`src/hw/rtl/mts_pkg.sv`:
```
package mts_pkg;

  localparam logic [2:0] MODE_TICK   = 3'd0;
  localparam logic [2:0] MODE_ATTACH = 3'd1;
  localparam logic [2:0] MODE_DETACH = 3'd2;
  localparam logic [2:0] MODE_CHANGE = 3'd3;
  localparam logic [2:0] MODE_SYNC   = 3'd4;
  localparam logic [2:0] MODE_FIRE   = 3'd5;
  localparam logic [2:0] MODE_QUERY  = 3'd6;

  localparam int FIRE_CAP = 64;
  localparam logic [15:0] JITTER_RESET = 16'd1000;

  typedef enum logic [2:0] {
    OP_TICK, OP_ATTACH, OP_DETACH, OP_CHANGE, OP_SYNC, OP_FIRE, OP_QUERY
  } op_t;

  // one queued word, already classified by the front
  typedef struct packed {
    op_t         op;
    logic        bad;
    logic [2:0]  tidx;
    logic [2:0]  ridx;
    logic [15:0] dly;
    logic        per;
    logic [15:0] adv;
  } word_t;

endpackage

```
`src/hw/rtl/mts_ram.sv`:
```
module mts_ram #(
  parameter int WIDTH = 32,
  parameter int DEPTH = 8
) (
  input  logic                                 clk,
  input  logic                                 we,
  input  logic [(DEPTH > 1 ? $clog2(DEPTH) : 1)-1:0] waddr,
  input  logic [WIDTH-1:0]                     wdata,
  input  logic [(DEPTH > 1 ? $clog2(DEPTH) : 1)-1:0] raddr,
  output logic [WIDTH-1:0]                     rdata
);

  logic [WIDTH-1:0] mem_r [DEPTH];

  always_ff @(posedge clk) begin
    if (we) begin
      mem_r[waddr] <= wdata;
    end
    rdata <= mem_r[raddr];
  end

endmodule

```
`src/hw/rtl/mts_front.sv`:
```
module mts_front #(
  parameter int NUM_TIMERS = 8
) (
  input  logic              clk,
  input  logic              rst_n,
  input  logic              start,
  output logic              busy,
  input  logic [2:0]        in_mode,
  input  logic [2:0]        in_timer_index,
  input  logic [2:0]        in_reference_index,
  input  logic [15:0]       in_delay,
  input  logic              in_periodic,
  input  logic [15:0]       in_advance,
  input  logic              pop,
  output logic              q_valid,
  output mts_pkg::word_t    q_word
);

  mts_pkg::word_t w;
  mts_pkg::word_t ent_r [2];
  logic           wp_r;
  logic           rp_r;
  logic [1:0]     fill_r;
  logic           push;

  always_comb begin
    w.tidx = in_timer_index;
    w.ridx = in_reference_index;
    w.dly  = in_delay;
    w.per  = in_periodic;
    w.adv  = in_advance;
    w.bad  = (32'(in_timer_index) >= NUM_TIMERS);
    case (in_mode)
      mts_pkg::MODE_TICK:   w.op = mts_pkg::OP_TICK;
      mts_pkg::MODE_ATTACH: w.op = mts_pkg::OP_ATTACH;
      mts_pkg::MODE_DETACH: w.op = mts_pkg::OP_DETACH;
      mts_pkg::MODE_CHANGE: w.op = mts_pkg::OP_CHANGE;
      mts_pkg::MODE_SYNC: begin
        w.op  = mts_pkg::OP_SYNC;
        w.bad = (32'(in_timer_index) >= NUM_TIMERS) ||
                (32'(in_reference_index) >= NUM_TIMERS);
      end
      mts_pkg::MODE_FIRE:   w.op = mts_pkg::OP_FIRE;
      mts_pkg::MODE_QUERY:  w.op = mts_pkg::OP_QUERY;
      default:              w.op = mts_pkg::OP_QUERY;
    endcase
  end

  assign busy    = (fill_r == 2'd2);
  assign push    = start && !busy;
  assign q_valid = (fill_r != 2'd0);
  assign q_word  = ent_r[rp_r];

  always_ff @(posedge clk) begin
    if (push) begin
      ent_r[wp_r] <= w;
    end
  end

  always_ff @(posedge clk) begin
    if (!rst_n) begin
      wp_r   <= 1'b0;
      rp_r   <= 1'b0;
      fill_r <= 2'd0;
    end else begin
      if (push) begin
        wp_r <= ~wp_r;
      end
      if (pop) begin
        rp_r <= ~rp_r;
      end
      if (push && !pop) begin
        fill_r <= fill_r + 2'd1;
      end else if (pop && !push) begin
        fill_r <= fill_r - 2'd1;
      end
    end
  end

endmodule

```
`src/hw/rtl/mts_back.sv`:
```
module mts_back #(
  parameter int NUM_TIMERS   = 8,
  parameter int COUNTER_BITS = 16
) (
  input  logic              clk,
  input  logic              rst_n,
  input  logic [15:0]       jitter,
  input  logic              q_valid,
  input  mts_pkg::word_t    q_word,
  output logic              pop,
  output logic              out_strobe,
  output logic              out_fired,
  output logic [2:0]        out_fired_index,
  output logic [15:0]       out_remaining,
  output logic              out_was_running,
  output logic              out_last
);

  localparam int CW  = COUNTER_BITS;
  localparam int IW  = (NUM_TIMERS > 1) ? $clog2(NUM_TIMERS) : 1;
  localparam int DW  = CW + 16;
  localparam int DCW = $clog2(CW + 1);

  typedef enum logic [3:0] {
    S_IDLE, S_SCAN_RD, S_SCAN_EV, S_FLUSH, S_OP_RD, S_OP_EV,
    S_REF_RD, S_REF_EV, S_DIV, S_SYNC_WR
  } state_t;

  state_t                 state_r;
  mts_pkg::word_t         cur_r;
  logic [CW-1:0]          cnt_r;
  logic [NUM_TIMERS-1:0]  active_r;
  logic [NUM_TIMERS-1:0]  rep_r;
  logic [NUM_TIMERS-1:0]  wrt_r;

  logic [IW-1:0]          scan_idx_r;
  logic                   found_r;
  logic [IW-1:0]          best_r;
  logic [CW-1:0]          best_late_r;
  logic [CW-1:0]          best_tgt_r;
  logic [15:0]            best_dly_r;
  logic [6:0]             fires_r;
  logic                   pend_v_r;
  logic [IW-1:0]          pend_idx_r;
  logic [15:0]            pend_rem_r;

  logic [CW-1:0]          div_dvd_r;
  logic [15:0]            div_rem_r;
  logic [DCW-1:0]         div_cnt_r;

  logic                   wr_en_r;
  logic [IW-1:0]          wr_addr_r;
  logic [DW-1:0]          wr_data_r;

  logic                   byp_r;
  logic [DW-1:0]          byp_data_r;

  logic                   out_v_r;
  logic                   out_fired_r;
  logic [2:0]             out_idx_r;
  logic [15:0]            out_rem_r;
  logic                   out_was_r;
  logic                   out_last_r;

  logic [IW-1:0]          t_i;
  logic [IW-1:0]          r_i;
  logic [IW-1:0]          rd_addr;
  logic [IW-1:0]          ev_idx;
  logic [DW-1:0]          rd_data;
  logic [DW-1:0]          rd_word;
  logic [CW-1:0]          rd_tgt;
  logic [15:0]            rd_dly;
  logic [CW-1:0]          late;
  logic                   take;
  logic                   sel_found;
  logic [IW-1:0]          sel_best;
  logic [CW-1:0]          sel_tgt;
  logic [15:0]            sel_dly;
  logic [CW-1:0]          fire_tgt;
  logic                   was;
  logic [CW-1:0]          left;
  logic [CW-1:0]          elapsed;
  logic                   chg_fire;
  logic [CW-1:0]          chg_tgt;
  logic [16:0]            trial;
  logic [15:0]            incr;

  mts_ram #(.WIDTH(DW), .DEPTH(NUM_TIMERS)) u_ram (
    .clk   (clk),
    .we    (wr_en_r),
    .waddr (wr_addr_r),
    .wdata (wr_data_r),
    .raddr (rd_addr),
    .rdata (rd_data)
  );

  assign t_i = IW'(cur_r.tidx);
  assign r_i = IW'(cur_r.ridx);
  assign pop = (state_r == S_IDLE) && q_valid;

  always_comb begin
    case (state_r)
      S_SCAN_RD: rd_addr = scan_idx_r;
      S_REF_RD:  rd_addr = r_i;
      default:   rd_addr = t_i;
    endcase
    case (state_r)
      S_SCAN_EV: ev_idx = scan_idx_r;
      S_REF_EV:  ev_idx = r_i;
      default:   ev_idx = t_i;
    endcase
  end

  // a write landing on the edge of a read forwards its data
  always_ff @(posedge clk) begin
    byp_r      <= wr_en_r && (wr_addr_r == rd_addr);
    byp_data_r <= wr_data_r;
  end

  assign rd_word = byp_r ? byp_data_r : rd_data;

  // entries never written read as zero
  assign rd_tgt = wrt_r[ev_idx] ? rd_word[DW-1:16] : '0;
  assign rd_dly = wrt_r[ev_idx] ? rd_word[15:0] : '0;

  assign late      = cnt_r - rd_tgt;
  assign take      = active_r[ev_idx] && (32'(late) < 32'(jitter)) &&
                     (!found_r || (late > best_late_r));
  assign sel_found = found_r || take;
  assign sel_best  = take ? scan_idx_r : best_r;
  assign sel_tgt   = take ? rd_tgt : best_tgt_r;
  assign sel_dly   = take ? rd_dly : best_dly_r;
  assign fire_tgt  = sel_tgt + CW'(sel_dly);

  assign was      = active_r[t_i];
  assign left     = was ? (rd_tgt - cnt_r) : '0;
  assign elapsed  = CW'(rd_dly) - left;
  assign chg_fire = (32'(elapsed) > 32'(cur_r.dly));
  assign chg_tgt  = chg_fire ? (cnt_r + CW'(cur_r.dly))
                             : (rd_tgt + CW'(cur_r.dly) - CW'(rd_dly));

  // restoring remainder step, one dividend bit per cycle
  assign trial = {div_rem_r, div_dvd_r[CW-1]};
  assign incr  = cur_r.dly - div_rem_r;

  always_ff @(posedge clk) begin
    if (!rst_n) begin
      state_r  <= S_IDLE;
      cnt_r    <= '0;
      active_r <= '0;
      rep_r    <= '0;
      wrt_r    <= '0;
      pend_v_r <= 1'b0;
      wr_en_r  <= 1'b0;
      out_v_r  <= 1'b0;
    end else begin
      out_v_r <= 1'b0;
      wr_en_r <= 1'b0;
      case (state_r)
        S_IDLE: begin
          if (q_valid) begin
            cur_r <= q_word;
            if (q_word.op == mts_pkg::OP_TICK) begin
              cnt_r      <= cnt_r + CW'(q_word.adv);
              scan_idx_r <= '0;
              found_r    <= 1'b0;
              fires_r    <= '0;
              pend_v_r   <= 1'b0;
              state_r    <= S_SCAN_RD;
            end else if (q_word.bad) begin
              out_v_r     <= 1'b1;
              out_fired_r <= 1'b0;
              out_idx_r   <= q_word.tidx;
              out_rem_r   <= '0;
              out_was_r   <= 1'b0;
              out_last_r  <= 1'b1;
            end else begin
              state_r <= S_OP_RD;
            end
          end
        end
        S_SCAN_RD: state_r <= S_SCAN_EV;
        S_SCAN_EV: begin
          found_r     <= sel_found;
          best_r      <= sel_best;
          best_late_r <= take ? late : best_late_r;
          best_tgt_r  <= sel_tgt;
          best_dly_r  <= sel_dly;
          if (scan_idx_r == IW'(NUM_TIMERS - 1)) begin
            if (sel_found) begin
              // previous fire goes out now, this one waits to learn if it is last
              if (pend_v_r) begin
                out_v_r     <= 1'b1;
                out_fired_r <= 1'b1;
                out_idx_r   <= 3'(pend_idx_r);
                out_rem_r   <= pend_rem_r;
                out_was_r   <= 1'b1;
                out_last_r  <= 1'b0;
              end
              pend_v_r   <= 1'b1;
              pend_idx_r <= sel_best;
              if (rep_r[sel_best]) begin
                wr_en_r          <= 1'b1;
                wr_addr_r        <= sel_best;
                wr_data_r        <= {fire_tgt, sel_dly};
                wrt_r[sel_best]  <= 1'b1;
                pend_rem_r       <= 16'(fire_tgt - cnt_r);
              end else begin
                active_r[sel_best] <= 1'b0;
                pend_rem_r         <= '0;
              end
              fires_r    <= fires_r + 7'd1;
              found_r    <= 1'b0;
              scan_idx_r <= '0;
              state_r    <= (fires_r == 7'(mts_pkg::FIRE_CAP - 1)) ? S_FLUSH : S_SCAN_RD;
            end else begin
              out_v_r     <= 1'b1;
              out_fired_r <= pend_v_r;
              out_idx_r   <= pend_v_r ? 3'(pend_idx_r) : 3'd0;
              out_rem_r   <= pend_v_r ? pend_rem_r : 16'd0;
              out_was_r   <= pend_v_r;
              out_last_r  <= 1'b1;
              pend_v_r    <= 1'b0;
              state_r     <= S_IDLE;
            end
          end else begin
            scan_idx_r <= scan_idx_r + IW'(1);
            state_r    <= S_SCAN_RD;
          end
        end
        S_FLUSH: begin
          out_v_r     <= 1'b1;
          out_fired_r <= 1'b1;
          out_idx_r   <= 3'(pend_idx_r);
          out_rem_r   <= pend_rem_r;
          out_was_r   <= 1'b1;
          out_last_r  <= 1'b1;
          pend_v_r    <= 1'b0;
          state_r     <= S_IDLE;
        end
        S_OP_RD: state_r <= S_OP_EV;
        S_OP_EV: begin
          out_v_r     <= 1'b1;
          out_fired_r <= 1'b0;
          out_idx_r   <= cur_r.tidx;
          out_rem_r   <= 16'(left);
          out_was_r   <= was;
          out_last_r  <= 1'b1;
          state_r     <= S_IDLE;
          case (cur_r.op)
            mts_pkg::OP_ATTACH: begin
              if (!was) begin
                wr_en_r      <= 1'b1;
                wr_addr_r    <= t_i;
                wr_data_r    <= {cnt_r + CW'(cur_r.dly), cur_r.dly};
                wrt_r[t_i]   <= 1'b1;
                active_r[t_i] <= 1'b1;
                rep_r[t_i]   <= cur_r.per;
                out_rem_r    <= 16'(CW'(cur_r.dly));
              end
            end
            mts_pkg::OP_DETACH: begin
              active_r[t_i] <= 1'b0;
              out_rem_r     <= '0;
            end
            mts_pkg::OP_CHANGE: begin
              wr_en_r    <= 1'b1;
              wr_addr_r  <= t_i;
              wrt_r[t_i] <= 1'b1;
              if (!was) begin
                wr_data_r <= {rd_tgt, cur_r.dly};
              end else begin
                wr_data_r   <= {chg_tgt, cur_r.dly};
                out_fired_r <= chg_fire;
                out_rem_r   <= 16'(chg_tgt - cnt_r);
              end
            end
            mts_pkg::OP_SYNC: begin
              if (!was && (cur_r.dly != 16'd0)) begin
                out_v_r <= 1'b0;
                state_r <= S_REF_RD;
              end
            end
            mts_pkg::OP_FIRE: begin
              out_fired_r <= 1'b1;
              if (rep_r[t_i]) begin
                wr_en_r       <= 1'b1;
                wr_addr_r     <= t_i;
                wr_data_r     <= {cnt_r + CW'(rd_dly), rd_dly};
                wrt_r[t_i]    <= 1'b1;
                active_r[t_i] <= 1'b1;
                out_rem_r     <= 16'(CW'(rd_dly));
              end else begin
                active_r[t_i] <= 1'b0;
                out_rem_r     <= '0;
              end
            end
            default: ;
          endcase
        end
        S_REF_RD: state_r <= S_REF_EV;
        S_REF_EV: begin
          // phase of the reference: counter minus its start point
          div_dvd_r <= cnt_r - (rd_tgt - CW'(rd_dly));
          div_rem_r <= '0;
          div_cnt_r <= DCW'(CW);
          state_r   <= S_DIV;
        end
        S_DIV: begin
          if (trial >= {1'b0, cur_r.dly}) begin
            div_rem_r <= 16'(trial - {1'b0, cur_r.dly});
          end else begin
            div_rem_r <= trial[15:0];
          end
          div_dvd_r <= div_dvd_r << 1;
          div_cnt_r <= div_cnt_r - DCW'(1);
          if (div_cnt_r == DCW'(1)) begin
            state_r <= S_SYNC_WR;
          end
        end
        S_SYNC_WR: begin
          wr_en_r       <= 1'b1;
          wr_addr_r     <= t_i;
          wr_data_r     <= {cnt_r + CW'(incr), cur_r.dly};
          wrt_r[t_i]    <= 1'b1;
          active_r[t_i] <= 1'b1;
          rep_r[t_i]    <= cur_r.per;
          out_v_r       <= 1'b1;
          out_fired_r   <= 1'b0;
          out_idx_r     <= cur_r.tidx;
          out_rem_r     <= 16'(CW'(incr));
          out_was_r     <= 1'b0;
          out_last_r    <= 1'b1;
          state_r       <= S_IDLE;
        end
        default: state_r <= S_IDLE;
      endcase
    end
  end

  assign out_strobe      = out_v_r;
  assign out_fired       = out_fired_r;
  assign out_fired_index = out_idx_r;
  assign out_remaining   = out_rem_r;
  assign out_was_running = out_was_r;
  assign out_last        = out_last_r;

endmodule

```
`src/hw/rtl/multi_timer_scheduler.sv`:
```
// Virtual timer array: NUM_TIMERS timers share one wrapping counter of
// COUNTER_BITS bits. A word is taken when start is high and busy is low; a
// two-word queue sits between the decoder and the execution sequencer, so
// busy only rises when both queue slots are taken. Every result appears on
// the out_ ports for one cycle with out_strobe high and must be taken then;
// out_last marks the final result of a word. Attach in sync runs a
// remainder unit that takes one bit per cycle; a tick scans the slot
// memory one slot at a time and repeats the scan after each fire, with at
// most 64 fires per tick.
module multi_timer_scheduler #(
  parameter int NUM_TIMERS   = 8,
  parameter int COUNTER_BITS = 16
) (
  input  logic        clk,
  input  logic        rst_n,
  input  logic        start,
  output logic        busy,
  input  logic [2:0]  in_mode,
  input  logic [2:0]  in_timer_index,
  input  logic [2:0]  in_reference_index,
  input  logic [15:0] in_delay,
  input  logic        in_periodic,
  input  logic [15:0] in_advance,
  output logic        out_strobe,
  output logic        out_fired,
  output logic [2:0]  out_fired_index,
  output logic [15:0] out_remaining,
  output logic        out_was_running,
  output logic        out_last,
  input  logic        cfg_we,
  input  logic [15:0] cfg_wdata
);

  logic [15:0]    jitter_r;
  logic           q_valid;
  logic           pop;
  mts_pkg::word_t q_word;

  always_ff @(posedge clk) begin
    if (!rst_n) begin
      jitter_r <= mts_pkg::JITTER_RESET;
    end else if (cfg_we) begin
      jitter_r <= cfg_wdata;
    end
  end

  mts_front #(.NUM_TIMERS(NUM_TIMERS)) u_front (
    .clk                (clk),
    .rst_n              (rst_n),
    .start              (start),
    .busy               (busy),
    .in_mode            (in_mode),
    .in_timer_index     (in_timer_index),
    .in_reference_index (in_reference_index),
    .in_delay           (in_delay),
    .in_periodic        (in_periodic),
    .in_advance         (in_advance),
    .pop                (pop),
    .q_valid            (q_valid),
    .q_word             (q_word)
  );

  mts_back #(.NUM_TIMERS(NUM_TIMERS), .COUNTER_BITS(COUNTER_BITS)) u_back (
    .clk             (clk),
    .rst_n           (rst_n),
    .jitter          (jitter_r),
    .q_valid         (q_valid),
    .q_word          (q_word),
    .pop             (pop),
    .out_strobe      (out_strobe),
    .out_fired       (out_fired),
    .out_fired_index (out_fired_index),
    .out_remaining   (out_remaining),
    .out_was_running (out_was_running),
    .out_last        (out_last)
  );

endmodule

```
`config.mk`:
```
export PLATFORM = sky130hd
export DESIGN_NAME = multi_timer_scheduler
export DESIGN_NICKNAME = d
export VERILOG_FILES = /design/src/hw/rtl/mts_pkg.sv /design/src/hw/rtl/mts_ram.sv /design/src/hw/rtl/mts_front.sv /design/src/hw/rtl/mts_back.sv /design/src/hw/rtl/multi_timer_scheduler.sv
export SDC_FILE = /design/constraint.sdc
export NUM_CORES = 2
export LEC_CHECK = 0
export ABC_AREA = 1
export BUFFER_PORTS_ARGS = -buffer_cell sky130_fd_sc_hd__buf_4
export CORE_MARGIN = 5
export CORE_UTILIZATION = 35
export CTS_CLUSTER_SIZE = 8
export DETAILED_ROUTE_END_ITERATION = 10
export GPL_TIMING_DRIVEN = 1
export HOLD_SLACK_MARGIN = 0.12
export PLACE_DENSITY = 0.52
export SYNTH_ARGS = -nofsm -noshare
export SYNTH_HDL_FRONTEND = slang
export SYNTH_HIERARCHICAL = 1
export SYNTH_SLANG_ARGS = --single-unit
```
`constraint.sdc`:
```
create_clock -name clk -period 11.5 [get_ports clk]
set_input_delay 0.575 -clock clk [delete_from_list [all_inputs] [get_ports clk]]
set_output_delay 0.575 -clock clk [all_outputs]
set_load 0.02 [all_outputs]
```
# After elaboration in Yosys (flattened, before gate mapping)

Memory sizes are Yosys's and may differ from the RTL's. A register that Yosys moved wholly into a read port is not among the register bits.
Cells that the tools add are included.

Bits in writable memories: 340
Register bits: 301
Memories: 2
Output and inout port bits: 24

Memories:

| memory             | words | width | rd ports | clocked after Yosys merged registers in | wr ports | RTL line        | RTL |
|---|---|---|---|---|---|---|---|
| u_back.u_ram.mem_r | 8     | 32    | 1        | 1                                       | 1        | mts_ram.sv:13   | `logic [WIDTH-1:0] mem_r [DEPTH];` |
| u_front.ent_r      | 2     | 42    | 1        | 1                                       | 1        | mts_front.sv:20 | `mts_pkg::word_t ent_r [2];` |

Reductions and logical operators: 52
Multiplexer cells: 150
Add/sub/neg operators: 21
Magnitude comparators: 9
Eq/ne operators: 42
Bitwise gates (word level): 9

Operators by type and width:

| kind               | count |
|---|---|
| $mux 16            | 17 |
| $mux 32            | 7 |
| $pmux 32 s3        | 2 |
| $sub 16x16->16     | 10 |
| $add 16x16->16     | 6 |
| $mux 8             | 12 |
| $pmux 8 s3         | 4 |
| $pmux 16 s5        | 1 |
| $pmux 16 s2        | 2 |
| $pmux 16 s4        | 1 |
| $mux 3             | 18 |
| $mux 1             | 44 |
| $gt 16x16->1       | 2 |
| $pmux 4 s8         | 1 |
| $mux 4             | 7 |
| $mux 7             | 4 |
| $reduce_and 7->1   | 4 |
| $or 8x8->8         | 3 |
| $pmux 3 s2         | 3 |
| $pmux 3 s3         | 2 |
| $pmux 3 s6         | 1 |
| $ge 17x16->1       | 1 |
| $and 8x8->8        | 2 |
| $eq 4x3->1 const B | 4 |
| other kinds (55)   | 125 |

# Logic depth before layout (Yosys ltp)

Word-level depth: 20
Mapped depth: 62
Mapped depth without buffers: 58

# Cells and area by module

The synthesis kept the hierarchy.

By module, submodules not included:

| module                | times used | area each (µm²) | seq. area each (µm²) | cells an instance |
|---|---|---|---|---|
| mts_back              | 1          | 24,632.4        | 7,637.3              | 3,186 |
| mts_ram               | 1          | 11,872.6        | 8,328.0              | 1,156 |
| mts_front             | 1          | 3,500.9         | 2,622.5              | 172 |
| multi_timer_scheduler | 1          | 646.9           | 320.3                | 90 |

# Least setup slack after synthesis

Ideal clock, no wire load.

Path type: register to register
From: register u_back.state_r[1]
To: register u_back.pend_rem_r[15] (data pin)
Clock period less this slack: 8.224 ns
Path buffers: 5
Data required time: 11.245 ns
Arrival: 7.969 ns
Cell stages (with the launch flop): 59
Slack: 3.276 ns
Setup time: 0.255 ns
Cell sequence: dfxtp_1 inv_2 nor2_2 nand2_2 nand2_2 nor2_1 nor2_2 inv_1 nand3_1 nand2_2 inv_2 clkbuf_1 nor2_1 ha_1 clkbuf_1 a21oi_1 inv_1 a31oi_1 (+23 left out) nand2_1 nand2_1 nand2_1 nand2_1 a21oi_1 nor2_1 nor2_1 xor2_1 inv_1 ha_1 a21oi_1 o31ai_1 a21oi_1 nand2_1 xor2_1 nand3_1 nand2_1 nor2_1

Longest elaborated chain between the ends: 12
Elaborated cells on any way between the ends: 22
Classes of those cells: add/sub (3); order compare (2); eq/ne (2); mux (12); reduce/logical (3)

Ends and longest elaborated chain:

| what                                                  | RTL line                         | RTL |
|---|---|---|
| start, declared                                       | mts_back.sv:29                   | `state_t state_r;` |
| start signal, assigned                                | mts_back.sv:215                  | `state_r <= (fires_r == 7'(mts_pkg::FIRE_CAP - 1)) ? S_FLUSH : S_SCAN_RD;` |
| $eq 4x3->1 or $eq 4x2->1 (tied branches)              | mts_back.sv:107                  | `case (state_r)` |
| $pmux 3 s2 *                                          | mts_back.sv:107                  |  |
| $bmux 1 s3 *                                          | mts_back.sv:123                  | `assign rd_tgt = wrt_r[ev_idx] ? rd_word[DW-1:16] : '0;` |
| $mux 1 (implied by the code) *                        | mts_back.sv:123                  |  |
| $mux 16 *                                             | mts_back.sv:123                  |  |
| $sub 16x16->16 *                                      | mts_back.sv:126                  | `assign late = cnt_r - rd_tgt;` |
| net u_back.late[12]                                   | mts_back.sv:73                   | `logic [CW-1:0] late;` |
| $lt 16x16->1 or $gt 16x16->1 (tied branches)          | mts_back.sv:127, mts_back.sv:128 |  |
| $logic_and 1x1->1 or $logic_or 1x1->1 (tied branches) | mts_back.sv:127, mts_back.sv:128 |  |
| $logic_and 1x1->1 *                                   | mts_back.sv:127                  | `assign take = active_r[ev_idx] && (32'(late) < 32'(jitter)) &&` |
| $mux 16 *                                             | mts_back.sv:131                  | `assign sel_tgt = take ? rd_tgt : best_tgt_r;` |
| net u_back.sel_tgt[0]                                 | mts_back.sv:77                   | `logic [CW-1:0] sel_tgt;` |
| $add 16x16->16 *                                      | mts_back.sv:133                  | `assign fire_tgt = sel_tgt + CW'(sel_dly);` |
| $sub 16x16->16 *                                      | mts_back.sv:207                  | `pend_rem_r <= 16'(fire_tgt - cnt_r);` |
| end signal, assigned                                  | mts_back.sv:207                  |  |
| end, declared                                         | mts_back.sv:45                   | `logic [15:0] pend_rem_r;` |

The timed path passes the listed nets; every way through them passes the cells marked *. The select of a mux whose other input is x is not followed.
A chain may end at the register's enable or synchronous reset.

# Final worst setup path

From: register u_back.state_r[2]
To: register u_back.out_rem_r[14], in the netlist u_back/out_remaining[14] (data pin)

Longest elaborated chain between the ends: 14
Elaborated cells on any way between the ends: 35
Classes of those cells: add/sub (6); order compare (3); eq/ne (5); mux (16); reduce/logical (5)

Ends and longest elaborated chain:

| what                                     | RTL line                         | RTL |
|---|---|---|
| $eq 4x3->1 or $eq 4x2->1 (tied branches) | mts_back.sv:107, mts_back.sv:159 |  |
| $pmux 3 s2                               | mts_back.sv:107                  |  |
| $bmux 1 s3                               | mts_back.sv:123, mts_back.sv:124 |  |
| $mux 1 (implied by the code)             | mts_back.sv:123, mts_back.sv:124 |  |
| $mux 16                                  | mts_back.sv:123                  |  |
| $sub 16x16->16                           | mts_back.sv:136                  | `assign left = was ? (rd_tgt - cnt_r) : '0;` |
| $mux 16                                  | mts_back.sv:136                  |  |
| $sub 16x16->16                           | mts_back.sv:137                  | `assign elapsed = CW'(rd_dly) - left;` |
| $gt 16x16->1                             | mts_back.sv:138                  | `assign chg_fire = (32'(elapsed) > 32'(cur_r.dly));` |
| $mux 16                                  | mts_back.sv:139                  | `assign chg_tgt = chg_fire ? (cnt_r + CW'(cur_r.dly))` |
| $sub 16x16->16                           | mts_back.sv:275                  | `out_rem_r <= 16'(chg_tgt - cnt_r);` |
| $mux 16                                  | mts_back.sv:270                  | `if (!was) begin` |
| $pmux 16 s4                              | mts_back.sv:250                  | `case (cur_r.op)` |
| $pmux 16 s5 *                            | mts_back.sv:159                  | `case (state_r)` |
| end signal, assigned                     | mts_back.sv:246                  | `out_rem_r <= 16'(left);` |
| end signal, assigned                     | mts_back.sv:259                  | `out_rem_r <= 16'(CW'(cur_r.dly));` |
| end signal, assigned                     | mts_back.sv:275                  |  |
| end, declared                            | mts_back.sv:61                   | `logic [15:0] out_rem_r;` |

Mark *: on every way between the ends. The rest lies on a longest branch, timed or not. The select of a mux whose other input is x is not followed.

==> impl_results.rst <==
.. list-table::
   :header-rows: 1

   * - Metric
     - Value
   * - Type of the setup path with the least slack
     - reg2reg
   * - Post-synthesis async set-or-reset flop share
     - 0%
   * - Number of nets in the finished design
     - 5150
   * - Sequential cell area
     - 0.01891 mm2
   * - Area post-placement
     - between 0.04 and 0.05 mm2
   * - Post-Synthesis Mean Instance Area
     - 8.830 um2
   * - Skew-Pair Late Insertion Delay
     - 0.68 ns
   * - Number of maximum-capacitance violations
     - 0
   * - Most instantiated library cell after synthesis
     - sky130_fd_sc_hd__nand2_1
   * - Highest Clock Rate
     - 99.36 MHz
   * - Routed wirelength normalized by instance count
     - 21.71 um
   * - Dominant combinational cell family by area after synthesis
     - simple AND/OR/NAND/NOR gates
   * - Primary flip-flop cell chosen by synthesis mapping
     - sky130_fd_sc_hd__edfxtp_1
   * - Outcome
     - finished clean
   * - Arr. time, crit path
     - 10.47 ns
   * - Initial DRC count
     - 2935
   * - Most frequent cell on the critical path
     - sky130_fd_sc_hd__nand2_1
   * - RD Place Congestion
     - slightly below 1
   * - Share of Yosys cell area claimed by the top area cell type
     - 39.96%
   * - Total of fill cells in the finished design
     - 11600
   * - CTS tree
     - yes
   * - Num CTS Buffers
     - 95
   * - Total of buffers placed on input and output ports
     - 85
   * - Aggregate routed wire length
     - 138300 um
   * - Compound-gate portion of the synthesized area
     - between 10% and 20%
   * - WHS Path Cells
     - 3
   * - Xor/xnor cell area share of the yosys netlist
     - 2.862%
   * - Final Slew Violations
     - 0
   * - Startpoint Class
     - flop
   * - Worst hold slack after final layout
     - 0.1572 ns
   * - Final setup violation count
     - 0
   * - Clock Path Buffers
     - 3
   * - Antenna violation net count after detailed routing
     - 0
   * - Required time reported for the critical path endpoint
     - 11.90 ns
   * - Critical path's largest stage delay
     - 0.47 ns
   * - Synth area leaders
     - sky130_fd_sc_hd__edfxtp_1, sky130_fd_sc_hd__nand2_1, sky130_fd_sc_hd__ha_1
   * - Leading cell types by count after synthesis
     - sky130_fd_sc_hd__nand2_1, sky130_fd_sc_hd__inv_1, sky130_fd_sc_hd__edfxtp_1
   * - Number of synthesized flops with an enable pin
     - approximately 540
   * - Largest net degree at the start of global routing
     - 93
   * - Final Instance Area
     - between 0.04 and 0.05 mm2
   * - Post-synthesis adder-cell area fraction
     - between 10% and 20%
   * - Clock sink count
     - 674
   * - Netlist area before placement
     - 0.04065 mm2
   * - Boundary Pins
     - 86
   * - Relative slew slack
     - 21.84%
   * - Post-synthesis cell type with the largest combined area
     - sky130_fd_sc_hd__edfxtp_1
   * - Area of combinational cells with multiple inputs
     - roughly 0.018 mm2
   * - Gr usage total
     - 22.05%
   * - Post-Syn Nets
     - ~5000
   * - Hold wc startpoint
     - cfg_wdata[6]
   * - Die Area
     - 0.1231 mm2
   * - Via count
     - 32690
   * - Total iterations of the first detailed-routing run
     - 6
   * - Worst reg2reg path endpoint
     - u_back/out_remaining[14]
   * - Register area share after synthesis
     - 46.51%
   * - Overflow left after global routing
     - 0
   * - Antenna violations before repair
     - 5
   * - Worst slew pin tran
     - 1.171 ns
   * - Via count of the first global-routing pass
     - slightly above 30000
   * - Area share of and/or/nand/nor cells after synthesis
     - 17.64%
   * - R2r setup slk
     - 1.44 ns
   * - Die width
     - 350.8 um
   * - First-pass GRT wire length
     - 202800 um
   * - Number of register bits inferred by synthesis
     - around 670
   * - Clock root buffer
     - sky130_fd_sc_hd__clkbuf_16
   * - Final HPWL from detailed placement
     - 100200 um
   * - Initial Util
     - a little over a third
   * - Share of the clock period used by the worst path after layout
     - 87.52%
   * - Hold violation total from the final report
     - 0
   * - Area added between synthesis and finish
     - 14.26%
   * - Final Skew
     - ~0.043 ns
   * - Post-synthesis instance total
     - 4604
   * - H-tree levels
     - 3
   * - Share of final-layout standard cells stronger than drive strength 1
     - 8.751%
   * - Summed negative setup slack over all endpoints
     - 0 ns
   * - Worst Setup End Kind
     - flop
   * - Largest fanout on the critical path
     - 27
   * - Average vias per placed instance
     - 5.132
   * - Share of synthesized area spent on multiplexers
     - 2.410%
   * - Site Rows
     - 125
   * - Library cell contributing the largest single delay on the critical path
     - sky130_fd_sc_hd__ha_1
   * - Post-layout minimum cycle time
     - 10.06 ns
   * - Count of warnings emitted by yosys
     - 6
   * - Clock transition at the registers of the reported paths
     - about 0.05 ns
   * - Distinct cell type count of the synthesized netlist
     - 67
   * - Core ar.
     - roughly 0.12 mm2
   * - Total DRC errors in the routed layout
     - 0
   * - RSZ-0062 raised after global routing
     - no
   * - Number of setup buffers added after CTS
     - 0
   * - Worst min-delay path class
     - in2reg
   * - Height of the chip
     - between 300 and 400 um
   * - Worst reg-to-reg path cell count
     - 49
   * - Start of the worst register-to-register path
     - u_back/state_r[2]
   * - Endpoint of the worst hold-timing path
     - jitter_r[6]
cell type report:
| type | count | share of cell area [%] |
|---|---|---|
| multi-input cells | 3036 | 39.36 |
| flip-flops and latches | 674 | 40.71 |
| inverters | 758 | 6.131 |
| well taps | 1524 | 4.105 |
| diodes | 1 | 0.005387 |
| repair buffers | 212 | 3.669 |
| clock buffers | 158 | 5.738 |
| clock inverters | 7 | 0.2802 |
flip-flops by register name, indices dropped and copies added, names as in the netlist, 20 cells and up, named ones only:
signal,count
u_back/byp_data_r,32
u_back/u_ram/rdata,32
u_back/u_ram/mem_r,256
u_back/wr_data_r,32
u_back/cur_r,20
u_front/ent_r,84
cells in the final DEF (no fill, tap or decap), types with 30 or more instances in the layout:
| cell type | count |
|---|---|
| sky130_fd_sc_hd__buf_4 | 167 |
| sky130_fd_sc_hd__fa_1 | 42 |
| sky130_fd_sc_hd__clkbuf_1 | 59 |
| sky130_fd_sc_hd__nand2_1 | 1037 |
| sky130_fd_sc_hd__o211ai_1 | 54 |
| sky130_fd_sc_hd__mux2_4 | 40 |
| sky130_fd_sc_hd__a21oi_1 | 344 |
| sky130_fd_sc_hd__xor2_1 | 91 |
| sky130_fd_sc_hd__o21ai_0 | 247 |
| sky130_fd_sc_hd__nor2_1 | 216 |
| sky130_fd_sc_hd__nor3_1 | 34 |
| sky130_fd_sc_hd__inv_1 | 744 |
| sky130_fd_sc_hd__dfxtp_1 | 131 |
| sky130_fd_sc_hd__mux2i_1 | 30 |
| sky130_fd_sc_hd__clkbuf_16 | 96 |
| sky130_fd_sc_hd__dlygate4sd3_1 | 45 |
| sky130_fd_sc_hd__xnor2_1 | 40 |
| sky130_fd_sc_hd__edfxtp_1 | 541 |
| sky130_fd_sc_hd__nand3_1 | 288 |
| sky130_fd_sc_hd__ha_1 | 269 |
per-stage QoR:
stage                     utilization (%)  setup WS, ns  std cells
after floorplan                         -         3.276       4604
after global placement              37.33         1.873       6159
after detailed placement            37.33         1.585       6159
after CTS                           40.13         1.544       6369
after global routing                40.13        0.5700       6369
final                               40.13         1.436       6370
critical path, delay by kind of cell (launching register included):
family	cells	cell delay, ns
simple gates	29	3.65
compound gates	11	3.05
fa+ha+maj	5	1.91
buf+inv	3	0.71
flops	1	0.32
xor+xnor	1	0.10
what timing repair did:
item | CTS | global route
gates resized for setup | 0 | 0
hold endpoints to repair | 86 | 0
hold buffers | 45 | 0
how the worst max path moves through the flow:
stage	to	cells past startpoint	slack (ns)	from
3_5_place_dp	u_back/pend_rem_r[15]	45	1.58	u_back/state_r[0]
3_3_place_gp	u_back/pend_rem_r[15]	46	1.87	u_back/state_r[0]
2_1_floorplan	u_back/pend_rem_r[15]	58	3.28	u_back/state_r[1]
5_1_grt	u_back/pend_rem_r[15]	45	0.57	u_back/state_r[0]
4_1_cts	u_back/out_remaining[14]	49	1.54	u_back/state_r[2]
6_report	u_back/out_remaining[14]	49	1.44	u_back/state_r[2]
layer usage:
metal	track usage [%]	share of wire (%)	vias to the layer above
met5	0	0.030	-
met4	7.448	3.9	6
met1	29.99	43	15490
met2	35.53	45	1207
li1	-	-	15730
met3	4.090	7.8	260
cell families (layout without fill, tap and decap cells):
kind of cell	count (synthesis)	count (layout)
muxes	77	77
adders and majority gates	311	311
AOI/OAI and AO/OA	809	809
DFF	674	674
buffers and inverters	894	1135
xor gates and xnor gates	132	132
other	1	2
and+or+nand+nor	1706	1706
Power is not shown: default switching activity piles up to over one toggle a cycle in this logic, so the estimate is an artifact.
